<file path="config.mk">
export PLATFORM = sky130hd
export DESIGN_NAME = sap_line_walk
export DESIGN_NICKNAME = d
export VERILOG_FILES = /design/src/sap_pkg.sv /design/src/sap_line_walk.sv
export SDC_FILE = /design/constraint.sdc
export NUM_CORES = 1
export LEC_CHECK = 0
export BUFFER_PORTS_ARGS = -buffer_cell sky130_fd_sc_hd__buf_2
export CAP_MARGIN = 10
export CORE_MARGIN = 2
export CORE_UTILIZATION = 45
export CTS_BUF_LIST = sky130_fd_sc_hd__clkbuf_4 sky130_fd_sc_hd__clkbuf_8
export CTS_CLUSTER_DIAMETER = 50
export CTS_CLUSTER_SIZE = 40
export DETAILED_ROUTE_END_ITERATION = 10
export HOLD_SLACK_MARGIN = 0.1
export SETUP_SLACK_MARGIN = 0.02
export SYNTH_ARGS = -nofsm -noshare
export SYNTH_HDL_FRONTEND = slang
export SYNTH_SLANG_ARGS = --single-unit
</file>
<file path="constraint.sdc">
create_clock -name clk -period 5.6 [get_ports clk]
set_input_delay 0.28 -clock clk [delete_from_list [all_inputs] [get_ports clk]]
set_output_delay 0.28 -clock clk [all_outputs]
set_load 0.005 [all_outputs]
</file>
<file path="src/sap_pkg.sv">
`timescale 1ns / 1ps
`default_nettype none
package sap_pkg;

  localparam int COORD_W = 9;
  localparam int PIX_W   = 8;
  localparam int SUM_W   = 17;
  localparam int CNT_W   = 10;
  localparam int PROD_W  = SUM_W + CNT_W;

  typedef enum logic [2:0] {
    OP_WR_PIX  = 3'd0,
    OP_RD_PIX  = 3'd1,
    OP_WR_HOOK = 3'd2,
    OP_PICK    = 3'd3,
    OP_FADE    = 3'd4
  } op_t;

  localparam logic [1:0] CFG_FADE_AMOUNT = 2'd0;
  localparam logic [1:0] CFG_MIN_GAP     = 2'd1;
  localparam logic [1:0] CFG_HOOK_COUNT  = 2'd2;

  localparam logic [7:0] FADE_RESET    = 8'd30;
  localparam logic [7:0] MIN_DIST_RESET = 8'd20;
  localparam logic [8:0] HOOK_CNT_RESET = 9'd200;
  localparam logic [7:0] WHITE          = 8'hFF;

  typedef enum logic [3:0] {
    S_IDLE,
    S_REDUCE,
    S_PIX_RD,
    S_PIX_RESP,
    S_HOOK_A,
    S_HOOK_B,
    S_CAND,
    S_SETUP,
    S_WALK,
    S_ACC,
    S_MUL_A,
    S_MUL_B,
    S_CMP,
    S_FINISH
  } state_t;

  typedef struct packed {
    logic load;
    logic step;
  } line_ctrl_t;

endpackage
`default_nettype wire

</file>
<file path="src/sap_line_walk.sv">
`timescale 1ns / 1ps
`default_nettype none
module sap_line_walk (
  input  wire logic                         clk,
  input  wire sap_pkg::line_ctrl_t          ctrl,
  input  wire logic [sap_pkg::COORD_W-1:0]  a_x,
  input  wire logic [sap_pkg::COORD_W-1:0]  a_y,
  input  wire logic [sap_pkg::COORD_W-1:0]  b_x,
  input  wire logic [sap_pkg::COORD_W-1:0]  b_y,
  output logic      [sap_pkg::COORD_W-1:0]  pos_x,
  output logic      [sap_pkg::COORD_W-1:0]  pos_y,
  output logic                              at_end
);
  import sap_pkg::*;

  logic [COORD_W-1:0] end_x;
  logic [COORD_W-1:0] end_y;
  logic signed [10:0] dx;
  logic signed [10:0] dy;
  logic               sx_neg;
  logic               sy_neg;
  logic signed [11:0] err;

  logic [COORD_W-1:0] adx;
  logic [COORD_W-1:0] ady;
  logic signed [12:0] e2;
  logic               step_x;
  logic               step_y;
  logic signed [11:0] err_next;

  assign adx = (b_x > a_x) ? b_x - a_x : a_x - b_x;
  assign ady = (b_y > a_y) ? b_y - a_y : a_y - b_y;

  assign e2       = {err, 1'b0};
  assign step_x   = e2 > 13'(dy);
  assign step_y   = e2 < 13'(dx);
  assign err_next = err + (step_x ? 12'(dy) : 12'sd0) + (step_y ? 12'(dx) : 12'sd0);
  assign at_end   = (pos_x == end_x) && (pos_y == end_y);

  always_ff @(posedge clk) begin
    if (ctrl.load) begin
      pos_x  <= a_x;
      pos_y  <= a_y;
      end_x  <= b_x;
      end_y  <= b_y;
      dx     <= signed'({2'b00, adx});
      dy     <= -signed'({2'b00, ady});
      sx_neg <= !(a_x < b_x);
      sy_neg <= !(a_y < b_y);
      err    <= signed'({3'b000, adx}) - signed'({3'b000, ady});
    end else if (ctrl.step) begin
      err <= err_next;
      if (step_x) begin
        pos_x <= sx_neg ? pos_x - 1'b1 : pos_x + 1'b1;
      end
      if (step_y) begin
        pos_y <= sy_neg ? pos_y - 1'b1 : pos_y + 1'b1;
      end
    end
  end

endmodule
`default_nettype wire
</file>
==> results_dict.tcl <==
set metrics [dict create \
    route.layer.met1.wl_um 7100 \
    crit_slowest_cell "sky130_fd_sc_hd__o21bai_1" \
    cts_hold_repair.buffers 0 \
    via_count 4837 \
    rr_endpoint "err[11]$_DFFE_PP_" \
    synth-edff-count 70 \
    wl_met3_um 512 \
    drive_gt1_share_pct 13.5 \
    synthesis.yosys.warnings 0 \
    met2WireLength_um 6870 \
    critical_path.max_fanout 10 \
    status "finished clean" \
    pwr_density_cell_nw_per_um2 475 \
    highest_layer "met4" \
    initial_cell_density_of_the_core_pct 45.5 \
    worst_hold_startpoint "b_x[2]" \
    data_required_time_at_the_worst_endpoint_ns 5.69 \
    worst_hold_endpoint "end_x[2]$_DFFE_PP_" \
    antenna_cells 0 \
    routed_wl_um 14800 \
    vias_in_the_first_global_route 4896 \
    worst-endpoint-arrival_ns 4.99 \
    max_clock_freq_ghz 0.204 \
    pin_count 58 \
    worstRegToRegCells 24 \
    die-width_um 125 \
    gr-total-overflow 0 \
    firstDrtPassIters 4 \
    rows 44 \
    wl_per_cell_um 16.2 \
    die_h_um 125 \
    cp-start-kind "flop" \
    max_slew_margin_pct 58.7 \
    fin_skew_ns 0.00951 \
    numCtsBuffers 9 \
    async_flop_share_pct 0 \
    cp_num_buf_inv 2 \
    post_cts_resize_count 0 \
    htree_num_levels 3 \
    place_congestion 0.877 \
    slowest_delay_ns 0.47 \
    fp.dieArea_um2 15500 \
    clock_latency_ns 0.36 \
    timing_hold_violations_final 0 \
    viasPerCell 5.30 \
    period_needed_ns 4.90 \
    totalPowerFinal_mw 3.42 \
    core_um2 14400 \
    holdCritPathClass "in -> reg" \
    reg2reg_slack_ns 0.70 \
    cts_setup_buffers 0 \
    grt_antenna_before_repair 0 \
    drt_iter0_markers 266 \
    final.setup.tns_ns 0 \
    synthesized_netlist_cell_count 663 \
    port_buffers 57 \
    root_buffer "sky130_fd_sc_hd__clkbuf_8" \
    filler_cell_count 1382 \
    area_growth_syn_to_fin_pct 10.0 \
    synthesis.area_um2 6540 \
    cpLargestDelayFamily "compound AO/OA/AOI/OAI gates" \
    worst_pin_slew_ns 0.619 \
    cts_buffer_depth 2 \
    setup_slack_ns 0.696 \
    setup_viol 0 \
    cellLeakagePower_nw 3.36 \
    max_cap_violations 0 \
    tritoncts "built" \
    worst_r2r_startpoint "err[0]$_DFFE_PP_" \
    worst_setup_hold_path_clk_slew_ns 0.07 \
    timing.setup.critical_path_class "reg -> reg" \
    worst_hold_slack_ns 0.131 \
    clock_sink_count 70 \
    global_route.usage.total_pct 20.1 \
    post_synth_net_total 811 \
    slew_violations 0 \
    seq_area_frac_synth_pct 32.1 \
    final_nets 872 \
    dp_hpwl_um 12100 \
    drcViolationCount 0 \
    antenna_left 0 \
    hold_path_depth 1 \
    critical_path.cell_chain "ha_1 > nor2b_1 > o21a_1 > o21a_1 > o21a_1 > o21a_1 > o21ai_1 > a21oi_1 > o21bai_1 > nand2_1 > fa_1 > inv_1 > ha_1 > inv_1 > fa_1 > nor2b_1 > o21ai_1 > a21boi_0 > o21ai_1 > a21oi_1 > a21o_1 > a21oi_1 > xnor2_1 > o21ai_1" \
    synth.avg_cell_area_um2 9.87 \
    grt_first_pass_wirelength_um 25000 \
    finalCritPeriodShare_pct 87.6 \
    vdd_drop_max_v 0.000179 \
    netlist-cell-type-count 66 \
    pin_count_of_the_biggest_net_entering_global_routing 54 \
    yosys_most_used_dff "sky130_fd_sc_hd__edfxtp_1" \
    yosys_register_bits 70 \
    setup.worst_path.end_class "flop" \
    grt_setup_unrepaired "no" \
    dp_slack_ns 0.726 \
]
==> layer usage <==
| layer | vias to the layer above | GRT usage [%] |
|---|---|---|
| li1 | 2438 | - |
| met1 | 2295 | 27.7 |
| met2 | 85 | 32.1 |
| met3 | 19 | 2.92 |
| met4 | 0 | 7.53 |
| met5 | - | 0 |
==> worst max path at each step <==
stage	from	slack, ns	cells past startpoint	to
floorplan	err[0]$_DFFE_PP_	1.24	21	err[10]$_DFFE_PP_
global placement	err[0]$_DFFE_PP_	0.84	21	err[10]$_DFFE_PP_
detailed placement	err[0]$_DFFE_PP_	0.73	24	err[11]$_DFFE_PP_
CTS	err[0]$_DFFE_PP_	0.70	24	err[11]$_DFFE_PP_
global route	err[0]$_DFFE_PP_	0.24	24	err[11]$_DFFE_PP_
finish	err[0]$_DFFE_PP_	0.70	24	err[11]$_DFFE_PP_
==> power by group <==
group	internal, mW	leakage, nW	switching (mW)
combinational	1.00	2.59	1.12
clock	0.162	0.0802	0.185
sequential	0.804	0.697	0.149
==> cells by family (layout without fill, tap and decap cells) <==
| family | after synthesis | count (layout) | synth area share (%) |
|---|---|---|---|
| AO/OA/AOI/OAI | 157 | 157 | 15.3 |
| AND/OR/NAND/NOR | 145 | 145 | 12.1 |
| adder cells (fa/ha/maj) | 109 | 109 | 22.8 |
| buffers and inverters | 100 | 165 | 5.78 |
| flip-flops | 70 | 70 | 32.1 |
| XOR/XNOR | 65 | 65 | 9.16 |
| multiplexers | 17 | 17 | 2.81 |
==> metrics by stage <==
step | std cells | util, % | cell area [um2]
final | 912 | 50.1 | 7200
after detailed placement | 897 | 49.0 | 7040
after CTS | 912 | 50.1 | 7200
after global routing | 912 | 50.1 | 7200
after global placement | 897 | 49.0 | 7040
after floorplan | 663 | - | 6540
==> area by class of cell <==
cell class / instances / area (um2) / share of cell area [%]
clock buffer: 11 / 139 / 1.93
timing repair buffer: 60 / 310 / 4.31
multi-input combinational: 493 / 4060 / 56.4
tap: 184 / 230 / 3.20
clock inverter: 4 / 15.0 / 0.209
sequential: 70 / 2100 / 29.2
inverter: 90 / 339 / 4.71
==> Yosys cell counts (6+ instances only) <==
library cell               count  area [um2]
sky130_fd_sc_hd__fa_1         17         340
sky130_fd_sc_hd__nor2b_1       7        43.8
sky130_fd_sc_hd__mux2i_1      12         120
sky130_fd_sc_hd__ha_1         92        1150
sky130_fd_sc_hd__o21ai_1      11        55.1
sky130_fd_sc_hd__clkbuf_1      6        22.5
sky130_fd_sc_hd__a21oi_1      43         215
sky130_fd_sc_hd__xnor2_1      34         298
sky130_fd_sc_hd__xor2_1       27         236
sky130_fd_sc_hd__inv_1        89         334
sky130_fd_sc_hd__o21bai_1      6        45.0
sky130_fd_sc_hd__nand2b_1     11        68.8
sky130_fd_sc_hd__o21a_1        6        45.0
sky130_fd_sc_hd__nand2_1      41         154
sky130_fd_sc_hd__nor2_1       18        67.6
sky130_fd_sc_hd__nand3_1       6        30.0
sky130_fd_sc_hd__and2_1       22         138
sky130_fd_sc_hd__a21o_1       24         180
sky130_fd_sc_hd__o21ai_0      32         160
sky130_fd_sc_hd__edfxtp_1     70        2100
sky130_fd_sc_hd__nand4_1      10        62.6
==> registers in the layout, indices dropped and copies added (netlist names), 9 cells and up <==
signal,cells
dx,9
pos_x,9
end_y,9
dy,11
pos_y,9
end_x,9
err,12
==> cell usage in the layout (no fill, tap or decap), drive strengths merged, types with 6 or more instances in the layout <==
cell type and n:
nand2b 11, nand2 41, nor2 19, clkbuf 11, a21oi 46, xnor2 37
edfxtp 70, nand3 6, and2 24, fa 17, ha 92, o21a 6
nand4 10, xor2 28, o21ai 43, o21bai 7, inv 89, mux2i 12
buf 60, nor2b 7, a21o 26
Power figures use the tool's default switching activity.
